$ cat src/rtl/position_array_insert_delete_search_assert.svh
`ifndef POSITION_ARRAY_INSERT_DELETE_SEARCH_ASSERT_SVH
`define POSITION_ARRAY_INSERT_DELETE_SEARCH_ASSERT_SVH

// same-cycle implication
`define PAIDS_ASSERT_SAME(lbl, clk, rst, ante, cons) \
   lbl: assert property (@(posedge clk) disable iff (rst) (ante) |-> (cons)) \
      else $error("position array check failed");

// next-cycle implication
`define PAIDS_ASSERT_NEXT(lbl, clk, rst, ante, cons) \
   lbl: assert property (@(posedge clk) disable iff (rst) (ante) |=> (cons)) \
      else $error("position array check failed");

`endif

$ cat src/rtl/paids_pkg.sv
`default_nettype none

package paids_pkg;

   localparam int CMD_W       = 3;
   localparam int POS_W       = 7;
   localparam int VAL_W       = 32;
   localparam int STAT_W      = 2;
   localparam int FOUND_W     = 7;
   localparam int CNT_OUT_W   = 8;
   localparam int REQ_TDATA_W = 48;
   localparam int RSP_TDATA_W = 56;

   typedef enum logic [CMD_W-1:0] {
      CMD_CLEAR  = 3'd0,
      CMD_APPEND = 3'd1,
      CMD_INSERT = 3'd2,
      CMD_DELETE = 3'd3,
      CMD_SEARCH = 3'd4,
      CMD_READ   = 3'd5
   } cmd_type;

   typedef enum logic [STAT_W-1:0] {
      ST_OK       = 2'd0,
      ST_FULL     = 2'd1,
      ST_RANGE    = 2'd2,
      ST_NOTFOUND = 2'd3
   } status_type;

   typedef struct packed {
      logic [CNT_OUT_W-1:0] entry_count;
      logic [VAL_W-1:0]     read_value;
      logic [FOUND_W-1:0]   found_index;
      status_type           status;
   } rsp_type;

endpackage

`default_nettype wire

$ cat src/rtl/position_array_insert_delete_search.sv
// dense array of signed 32-bit words with a live entry count
// requests enter on the req_ channel: clear, append, insert at a position,
// delete at a position, search for a key, or read an entry
// every request gives exactly one result on the rsp_ channel with status,
// the last matching index, the word read and the entry count afterwards
// one request is handled at a time; req_tready is high while the sequencer
// is idle, also while an earlier result still waits in the output register
// insert, delete and search move or compare one entry per cycle through the
// single-port-read memory, while clear, append, errors and unused codes do
// not walk the memory
// reset clears the entry count and the control state; memory contents are
// not cleared, since only entries below the count are ever read
// a stalled rsp_tready holds the result in the output register; the next
// request is then accepted and worked on, and its result waits until the
// output register is free
`default_nettype none

module position_array_insert_delete_search #(
   parameter int DEPTH = 128
) (
   input  wire logic                                clock,
   input  wire logic                                reset,
   input  wire logic                                req_tvalid,
   output logic                                     req_tready,
   // cmd[2:0], position[9:3], value[41:10], zero fill
   input  wire logic [paids_pkg::REQ_TDATA_W-1:0]   req_tdata,
   output logic                                     rsp_tvalid,
   input  wire logic                                rsp_tready,
   // status[1:0], found_index[8:2], read_value[40:9], entry_count[48:41], zero fill
   output logic      [paids_pkg::RSP_TDATA_W-1:0]   rsp_tdata
);

   localparam int AW = $clog2(DEPTH);
   localparam int RSP_W = $bits(paids_pkg::rsp_type);

   logic                        res_valid;
   logic                        res_ready;
   paids_pkg::rsp_type          res;
   logic                        mem_we;
   logic [AW-1:0]               mem_waddr;
   logic [paids_pkg::VAL_W-1:0] mem_wdata;
   logic [AW-1:0]               mem_raddr;
   logic [paids_pkg::VAL_W-1:0] mem_rdata;

   logic                        rsp_valid_ff, rsp_valid_in;
   paids_pkg::rsp_type          rsp_ff, rsp_in;

   paids_ctrl #(
      .DEPTH(DEPTH)
   ) u_ctrl (
      .clock     (clock),
      .reset     (reset),
      .req_valid (req_tvalid),
      .req_ready (req_tready),
      .req_cmd   (req_tdata[2:0]),
      .req_pos   (req_tdata[9:3]),
      .req_value (req_tdata[41:10]),
      .res_valid (res_valid),
      .res_ready (res_ready),
      .res       (res),
      .mem_we    (mem_we),
      .mem_waddr (mem_waddr),
      .mem_wdata (mem_wdata),
      .mem_raddr (mem_raddr),
      .mem_rdata (mem_rdata)
   );

   paids_ram #(
      .WIDTH(paids_pkg::VAL_W),
      .DEPTH(DEPTH)
   ) u_ram (
      .clock (clock),
      .we    (mem_we),
      .waddr (mem_waddr),
      .wdata (mem_wdata),
      .raddr (mem_raddr),
      .rdata (mem_rdata)
   );

   // output register
   assign res_ready = !rsp_valid_ff || rsp_tready;

   always_comb begin
      rsp_valid_in = rsp_valid_ff;
      rsp_in       = rsp_ff;
      if (res_valid && res_ready) begin
         rsp_valid_in = 1'b1;
         rsp_in       = res;
      end else if (rsp_tready) begin
         rsp_valid_in = 1'b0;
      end
   end

   always_ff @(posedge clock) begin
      if (reset) begin
         rsp_valid_ff <= 1'b0;
      end else begin
         rsp_valid_ff <= rsp_valid_in;
      end
   end

   always_ff @(posedge clock) begin
      rsp_ff <= rsp_in;
   end

   assign rsp_tvalid = rsp_valid_ff;
   assign rsp_tdata  = {{(paids_pkg::RSP_TDATA_W - RSP_W){1'b0}}, rsp_ff};

`include "position_array_insert_delete_search_assert.svh"

   `PAIDS_ASSERT_NEXT(a_busy_after_req, clock, reset, req_tvalid && req_tready, !req_tready)
   `PAIDS_ASSERT_NEXT(a_res_held, clock, reset, res_valid && !res_ready, res_valid)
   `PAIDS_ASSERT_SAME(a_count_bound, clock, reset, rsp_valid_ff, 32'(rsp_ff.entry_count) <= DEPTH)
   `PAIDS_ASSERT_SAME(a_miss_fields, clock, reset, rsp_valid_ff && rsp_ff.status == paids_pkg::ST_NOTFOUND, rsp_ff.found_index == '0 && rsp_ff.read_value == '0)

endmodule

`default_nettype wire

$ cat src/rtl/paids_ram.sv
`default_nettype none

module paids_ram #(
   parameter int WIDTH = 32,
   parameter int DEPTH = 128
) (
   input  wire logic                     clock,
   input  wire logic                     we,
   input  wire logic [$clog2(DEPTH)-1:0] waddr,
   input  wire logic [WIDTH-1:0]         wdata,
   input  wire logic [$clog2(DEPTH)-1:0] raddr,
   output logic      [WIDTH-1:0]         rdata
);

   logic [WIDTH-1:0] mem_ff [DEPTH];
   logic [WIDTH-1:0] rdata_ff;

   always_ff @(posedge clock) begin
      if (we) begin
         mem_ff[waddr] <= wdata;
      end
      rdata_ff <= mem_ff[raddr];
   end

   assign rdata = rdata_ff;

endmodule

`default_nettype wire

$ cat src/rtl/paids_ctrl.sv
`default_nettype none

module paids_ctrl #(
   parameter int DEPTH = 128
) (
   input  wire logic                          clock,
   input  wire logic                          reset,
   input  wire logic                          req_valid,
   output logic                               req_ready,
   input  wire logic [paids_pkg::CMD_W-1:0]   req_cmd,
   input  wire logic [paids_pkg::POS_W-1:0]   req_pos,
   input  wire logic [paids_pkg::VAL_W-1:0]   req_value,
   output logic                               res_valid,
   input  wire logic                          res_ready,
   output paids_pkg::rsp_type                 res,
   output logic                               mem_we,
   output logic [$clog2(DEPTH)-1:0]           mem_waddr,
   output logic [paids_pkg::VAL_W-1:0]        mem_wdata,
   output logic [$clog2(DEPTH)-1:0]           mem_raddr,
   input  wire logic [paids_pkg::VAL_W-1:0]   mem_rdata
);

   localparam int AW = $clog2(DEPTH);
   localparam int CW = $clog2(DEPTH + 1);
   localparam int XW = (CW > paids_pkg::POS_W) ? CW : paids_pkg::POS_W;

   typedef enum logic [4:0] {
      S_IDLE  = 5'b00001,
      S_WALK  = 5'b00010,
      S_DRAIN = 5'b00100,
      S_PUT   = 5'b01000,
      S_DONE  = 5'b10000
   } state_type;

   state_type                  state_ff, state_in;
   paids_pkg::cmd_type         op_ff, op_in;
   paids_pkg::status_type      status_ff, status_in;
   logic [AW-1:0]              pos_ff, pos_in;
   logic [paids_pkg::VAL_W-1:0] val_ff, val_in;
   logic [CW-1:0]              cnt_ff, cnt_in;
   logic [AW-1:0]              ptr_ff, ptr_in;
   logic [AW-1:0]              end_ff, end_in;
   logic                       pend_ff, pend_in;
   logic [AW-1:0]              pend_addr_ff, pend_addr_in;
   logic                       hit_ff, hit_in;
   logic [AW-1:0]              found_ff, found_in;
   logic [paids_pkg::VAL_W-1:0] rd_ff, rd_in;

   logic [XW-1:0] pos_x;
   logic [XW-1:0] cnt_x;
   logic          full;

   assign pos_x = XW'(req_pos);
   assign cnt_x = XW'(cnt_ff);
   assign full  = (cnt_ff == CW'(DEPTH));

   always_comb begin
      state_in     = state_ff;
      op_in        = op_ff;
      status_in    = status_ff;
      pos_in       = pos_ff;
      val_in       = val_ff;
      cnt_in       = cnt_ff;
      ptr_in       = ptr_ff;
      end_in       = end_ff;
      pend_in      = 1'b0;
      pend_addr_in = pend_addr_ff;
      hit_in       = hit_ff;
      found_in     = found_ff;
      rd_in        = rd_ff;

      // data read in the previous cycle
      if (pend_ff) begin
         if (op_ff == paids_pkg::CMD_SEARCH && mem_rdata == val_ff) begin
            hit_in   = 1'b1;
            found_in = pend_addr_ff;
         end
         if (op_ff == paids_pkg::CMD_READ) begin
            rd_in = mem_rdata;
         end
      end

      unique case (state_ff)
         S_IDLE: begin
            if (req_valid) begin
               op_in     = paids_pkg::cmd_type'(req_cmd);
               pos_in    = AW'(req_pos);
               val_in    = req_value;
               hit_in    = 1'b0;
               found_in  = '0;
               rd_in     = '0;
               status_in = paids_pkg::ST_OK;
               state_in  = S_DONE;
               unique case (paids_pkg::cmd_type'(req_cmd))
                  paids_pkg::CMD_CLEAR: begin
                     cnt_in = '0;
                  end
                  paids_pkg::CMD_APPEND: begin
                     if (full) begin
                        status_in = paids_pkg::ST_FULL;
                     end else begin
                        op_in    = paids_pkg::CMD_INSERT;
                        pos_in   = AW'(cnt_ff);
                        cnt_in   = cnt_ff + 1'b1;
                        state_in = S_PUT;
                     end
                  end
                  paids_pkg::CMD_INSERT: begin
                     if (full) begin
                        status_in = paids_pkg::ST_FULL;
                     end else if (pos_x > cnt_x) begin
                        status_in = paids_pkg::ST_RANGE;
                     end else begin
                        cnt_in = cnt_ff + 1'b1;
                        if (pos_x == cnt_x) begin
                           state_in = S_PUT;
                        end else begin
                           ptr_in   = AW'(cnt_ff - 1'b1);
                           end_in   = AW'(req_pos);
                           state_in = S_WALK;
                        end
                     end
                  end
                  paids_pkg::CMD_DELETE: begin
                     if (pos_x >= cnt_x) begin
                        status_in = paids_pkg::ST_RANGE;
                     end else begin
                        cnt_in = cnt_ff - 1'b1;
                        if (pos_x != cnt_x - XW'(1)) begin
                           ptr_in   = AW'(req_pos) + 1'b1;
                           end_in   = AW'(cnt_ff - 1'b1);
                           state_in = S_WALK;
                        end
                     end
                  end
                  paids_pkg::CMD_SEARCH: begin
                     if (cnt_ff == '0) begin
                        status_in = paids_pkg::ST_NOTFOUND;
                     end else begin
                        ptr_in   = '0;
                        end_in   = AW'(cnt_ff - 1'b1);
                        state_in = S_WALK;
                     end
                  end
                  paids_pkg::CMD_READ: begin
                     if (pos_x >= cnt_x) begin
                        status_in = paids_pkg::ST_RANGE;
                     end else begin
                        ptr_in   = AW'(req_pos);
                        end_in   = AW'(req_pos);
                        state_in = S_WALK;
                     end
                  end
                  default: begin
                  end
               endcase
            end
         end
         S_WALK: begin
            pend_in = 1'b1;
            priority if (op_ff == paids_pkg::CMD_INSERT) begin
               pend_addr_in = ptr_ff + 1'b1;
            end else if (op_ff == paids_pkg::CMD_DELETE) begin
               pend_addr_in = ptr_ff - 1'b1;
            end else begin
               pend_addr_in = ptr_ff;
            end
            if (ptr_ff == end_ff) begin
               state_in = S_DRAIN;
            end else if (op_ff == paids_pkg::CMD_INSERT) begin
               ptr_in = ptr_ff - 1'b1;
            end else begin
               ptr_in = ptr_ff + 1'b1;
            end
         end
         S_DRAIN: begin
            if (op_ff == paids_pkg::CMD_INSERT) begin
               state_in = S_PUT;
            end else begin
               state_in = S_DONE;
            end
            if (op_ff == paids_pkg::CMD_SEARCH && !hit_in) begin
               status_in = paids_pkg::ST_NOTFOUND;
            end
         end
         S_PUT: begin
            state_in = S_DONE;
         end
         S_DONE: begin
            if (res_ready) begin
               state_in = S_IDLE;
            end
         end
         default: begin
            state_in = S_IDLE;
         end
      endcase
   end

   always_ff @(posedge clock) begin
      if (reset) begin
         state_ff <= S_IDLE;
         cnt_ff   <= '0;
         pend_ff  <= 1'b0;
      end else begin
         state_ff <= state_in;
         cnt_ff   <= cnt_in;
         pend_ff  <= pend_in;
      end
   end

   always_ff @(posedge clock) begin
      op_ff        <= op_in;
      status_ff    <= status_in;
      pos_ff       <= pos_in;
      val_ff       <= val_in;
      ptr_ff       <= ptr_in;
      end_ff       <= end_in;
      pend_addr_ff <= pend_addr_in;
      hit_ff       <= hit_in;
      found_ff     <= found_in;
      rd_ff        <= rd_in;
   end

   assign req_ready = (state_ff == S_IDLE);
   assign res_valid = (state_ff == S_DONE);

   assign res.status      = status_ff;
   assign res.found_index = paids_pkg::FOUND_W'(found_ff);
   assign res.read_value  = rd_ff;
   assign res.entry_count = paids_pkg::CNT_OUT_W'(cnt_ff);

   assign mem_raddr = ptr_ff;
   assign mem_we    = (state_ff == S_PUT) ||
                      (pend_ff && (op_ff == paids_pkg::CMD_INSERT ||
                                   op_ff == paids_pkg::CMD_DELETE));
   assign mem_waddr = (state_ff == S_PUT) ? pos_ff : pend_addr_ff;
   assign mem_wdata = (state_ff == S_PUT) ? val_ff : mem_rdata;

endmodule

`default_nettype wire

$ cat config.mk
export PLATFORM = sky130hd
export DESIGN_NAME = position_array_insert_delete_search
export DESIGN_NICKNAME = d
export VERILOG_FILES = /design/src/rtl/paids_pkg.sv /design/src/rtl/position_array_insert_delete_search.sv /design/src/rtl/paids_ram.sv /design/src/rtl/paids_ctrl.sv
export VERILOG_INCLUDE_DIRS = /design/src /design/src/rtl
export SDC_FILE = /design/constraint.sdc
export NUM_CORES = 2
export LEC_CHECK = 0
export BUFFER_PORTS_ARGS = -buffer_cell sky130_fd_sc_hd__clkbuf_2
export CAP_MARGIN = 20
export CORE_MARGIN = 2
export CORE_UTILIZATION = 35
export CTS_CLUSTER_DIAMETER = 30
export DETAILED_ROUTE_END_ITERATION = 12
export PLACE_DENSITY_LB_ADDON = 0.12
export SYNTH_ARGS = -nofsm -noshare
export SYNTH_HDL_FRONTEND = slang
export SYNTH_SLANG_ARGS = --single-unit
$ cat constraint.sdc
create_clock -name clock -period 4.4 [get_ports clock]
set_input_delay 1.32 -clock clock [delete_from_list [all_inputs] [get_ports clock]]
set_output_delay 1.32 -clock clock [all_outputs]
set_load 0.01 [all_outputs]
==> flow_summary_export.csv <==
group,metric,value,unit
setup_path,crit_top_cell,"buf_4",
timing,period_share,89.1,%
timing,worst_slew_pin_slew,1.19,ns
timing,fin_setup_tns,0,ns
detailed_routing,vias,85000,
setup_path,endpoint_kind,"flip-flop",
global_routing,met1_usage,30.0,%
global_routing,grt_use_met3,4.49,%
floorplan,num_rows,252,
final_layout,fill_cells,39700,
job,max_cap_viol_count,0,
final_layout,area_delta_synth_final,27.1,%
clock_network,post-cts-setup-buffers,0,
floorplan,die_y,692,microns
power,vdd_drop_max,0.000393,V
timing,period_needed,3.92,ns
global_routing,grt_pass1_vias,87200,
clock_network,numCtsBuffers,916,
setup_path,critPathCapture,"u_ram.mem_ff[24][9]$_DFFE_PP_",
clock_network,tritoncts,"done",
timing,slew_viol_final,0,
global_routing,overflow,0,
yosys,synth-seq-cells,4297,
global_routing,grt_pass1_wl,713000,microns
floorplan,die_w,692,microns
setup_path,worstSetupStartpoint,"u_ctrl.state_ff[1]$_SDFFE_PP0P_",
power,powerDensity,597,nW/um^2
global_routing,grt_max_degree,129,
final_layout,ff_latch_area,128000,sq um
power,internal_power,97.0,mW
power,power_leakage,68.4,nW
global_routing,track_usage,21.4,%
detailed_routing,avgViaCountPerCell,5.47,
setup_path,r2r-start,"u_ctrl.state_ff[1]$_SDFFE_PP0P_",
global_routing,top_usage_layer,"met2",
timing,fin_worst_skew,0.0610,ns
setup_path,reg2reg_slack,0.48,ns
placement,gp_congestion,0.844,
power,pwr-share-comb,6.8,%
setup_path,crit_path_start_kind,"flip-flop",
final_layout,drive_above_1_share,36.6,%
clock_network,post_cts_resized,0,
clock_network,clock-sinks,4297,
clock_network,clk_latency,1.10,ns
power,seqPwrFrac,37.8,%
detailed_routing,drc_errors,0,
timing,setup_viol,0,
timing,rsz0062_at_grt,"no",
detailed_routing,dr.pass1.iters,7,
yosys,synth-edff-count,4210,
floorplan,dieArea,479000,sq um
timing,max_freq,255,MHz
setup_path,worst_path_max_delay_cell,"nor2_4",
setup_path,worst_ep_required_time,5.15,ns
clock_network,cts-root-buf,"clkbuf_16",
yosys,netlist_area,166000,sq um
setup_path,max_stage_delay,0.67,ns
placement,numPortBuffers,96,
global_routing,antenna_found_initial,45,
setup_path,crit_type,"reg -> reg",
yosys,synth_cells,7400,
clock_network,clk_pin_slew_worst_paths,0.05,ns
timing,final_hold_viol_count,0,
floorplan,io_pins,110,
yosys,ys_seq_area_share,77.3,%
timing,slew_headroom,20.7,%
floorplan,start_util,35.2,%
yosys,syn_area_per_cell,22.4,sq um
yosys,yosys_most_used_dff,"edfxtp_1",
setup_path,crit_arrival,4.67,ns
detailed_routing,drtAntennaViolNets,0,
global_routing,gr-usage-met2,33.9,%
clock_network,cts_buffer_depth,4,
setup_path,r2r_end,"u_ram.mem_ff[24][9]$_DFFE_PP_",
power,swShare,22.8,%
clock_network,cts_hold_buf,0,
power,clkPwrFrac,55.3,%
yosys,synth_top_area_share,76.3,%
detailed_routing,drt_iter0_drc,10400,
yosys,synth.area.top_cells,"edfxtp_1 (76%), mux4_2 (15%), mux2i_1 (1.2%), dfxtp_1 (1.1%), nand2_1 (0.73%)",
final_layout,nets,8578,
setup_path,path_cells,"nor3_1 -> nand3b_1 -> buf_4 -> or3_1 -> o31ai_1 -> buf_4 -> nand2_1 -> nor2_4 -> buf_12",
placement,dpl.hpwl,299000,microns
final_layout,multiInputGateArea,36400,sq um
yosys,synth_warnings,0,
yosys,synth.distinct_cells,80,
clock_network,cts.htree.levels,6,
detailed_routing,drt_wl_total,523000,microns
min_path,hold_path.class,"in -> reg",
power,p_sw,28.7,mW
outcome,status,"complete, no violations",
floorplan,core,471000,sq um
setup_path,r2r_cells,9,
yosys,yosysTopAreaCell,"edfxtp_1",
yosys,async_flop_share,0,%
setup_path,crit_fanout,15,
detailed_routing,wl_per_cell,33.6,microns
timing,timing.hold.ws,0.395,ns
-- power by group through the flow --
stage / Sequential [mW] / Combinational (mW) / Clock (mW)
floorplan: 48.4 / 4.23 / 0
global placement: 48.2 / 8.46 / 0
detailed placement: 48.2 / 8.72 / 0
CTS: 47.5 / 8.74 / 70.5
global route: 47.5 / 9.07 / 72.6
finish: 47.5 / 8.61 / 69.6
-- per-layer routing --
metal / wire length, microns / vias up
li1: - / 34000
met1: 224000 / 46900
met2: 246000 / 3365
met3: 39100 / 706
met4: 14400 / 4
met5: 23 / -
-- how the worst min path moves through the flow --
stage,from,endpoint,slack (ns),depth (start not counted)
6_report,req_tdata[24],u_ctrl.val_ff[14]$_DFFE_PP_,0.39,1
4_1_cts,req_tdata[24],u_ctrl.val_ff[14]$_DFFE_PP_,0.31,1
2_1_floorplan,u_ctrl.status_ff[0]$_SDFFCE_PN1P_,rsp_tdata[0]$_DFFE_PP_,0.40,0
5_1_grt,req_tdata[24],u_ctrl.val_ff[14]$_DFFE_PP_,0.34,1
3_3_place_gp,u_ctrl.status_ff[0]$_SDFFCE_PN1P_,rsp_tdata[0]$_DFFE_PP_,0.41,0
3_5_place_dp,u_ctrl.rd_ff[9]$_DFF_P_,rsp_tdata[18]$_DFFE_PP_,0.41,0
-- worst max-delay path, delay by kind of cell (launching register included) --
kind / cells / cell delay (ns)
and+or+nand+nor: 5 / 2.27
AOI/OAI and AO/OA: 1 / 0.07
buffers and inverters: 3 / 0.85
DFF: 1 / 0.33
-- cells in the mapped netlist (all sizes together) (7+ instances only) --
| library cell | number |
|---|---|
| clkbuf | 147 |
| o21ai | 60 |
| nor3 | 24 |
| mux2 | 10 |
| nand2b | 19 |
| xor2 | 15 |
| a311oi | 9 |
| nor2b | 20 |
| ha | 13 |
| inv | 18 |
| mux4 | 1131 |
| buf | 265 |
| and3 | 11 |
| a211oi | 31 |
| a22o | 18 |
| a21oi | 132 |
| nor4 | 18 |
| o221ai | 29 |
| a31oi | 24 |
| nand3b | 17 |
| mux2i | 201 |
| a22oi | 51 |
| nand3 | 44 |
| o22ai | 42 |
| dfxtp | 87 |
| o211ai | 14 |
| o21a | 13 |
| xnor2 | 50 |
| edfxtp | 4210 |
| and2 | 19 |
| nand4 | 20 |
| a221oi | 23 |
| nor2 | 207 |
| or2 | 7 |
| nand2 | 324 |
-- sequential cells by signal, indices dropped and copies added (netlist names), 8 cells and up --
| register | flops |
|---|---|
| u_ctrl.val_ff | 32 |
| u_ctrl.rd_ff | 32 |
| u_ram.rdata | 32 |
| rsp_tdata | 49 |
| u_ram.mem_ff | 4096 |
| u_ctrl.cnt_ff | 8 |
-- final cells by class --
class | count | share of cell area (%)
sequential | 4297 | 60.8
multi-input combinational | 2676 | 17.3
clock buffer | 1060 | 11.4
clock inverter | 652 | 3.70
tap | 6223 | 3.70
timing repair buffer | 601 | 3.07
inverter | 21 | 0.0422
antenna | 23 | 0.0273
-- cells in the final DEF, fill, tap and decap left out, types with 18 or more instances in the layout --
cell,n
a211oi_1,31
a21oi_1,132
a221oi_1,22
a22o_1,18
a22oi_1,51
a31oi_1,24
and2_1,19
buf_12,173
buf_4,329
bufinv_16,150
clkbuf_1,116
clkbuf_16,932
clkbuf_2,96
clkinv_1,137
clkinv_2,156
clkinv_4,45
clkinvlp_4,103
dfxtp_1,87
diode_2,23
edfxtp_1,4210
inv_6,41
mux2i_1,201
mux4_2,1131
nand2_1,284
nand2_4,32
nand2b_1,18
nand3_1,44
nand4_1,20
nor2_1,76
nor2_4,130
nor3_1,23
o21ai_0,57
o221ai_1,29
o22ai_1,42
xnor2_1,50
-- cell families (layout without fill, tap and decap cells) --
logic type,after synthesis,in the layout,synth area share (%)
mux,1342,1342,16.6
fa+ha+maj,13,13,0.0981
xor+xnor,68,68,0.384
simple gates,746,746,2.02
other cells,1,30,0.00226
flops,4297,4297,77.3
compound gates,500,500,2.04
buf+inv,433,2334,1.50
-- metrics by stage --
step           setup WS, ns  util [%]  instances  cell area (sq um)  power (mW)
3_3_place_gp          0.321      37.9      13800             179000        56.7
6_report              0.479      44.7      15600             211000         126
3_5_place_dp          0.360      38.0      13800             179000        57.0
2_1_floorplan         0.274         -       7406             166000        52.6
5_1_grt               0.220      44.7      15500             211000         129
4_1_cts               0.442      44.7      15500             211000         127
Note: power is estimated with default switching activity, not from simulation.
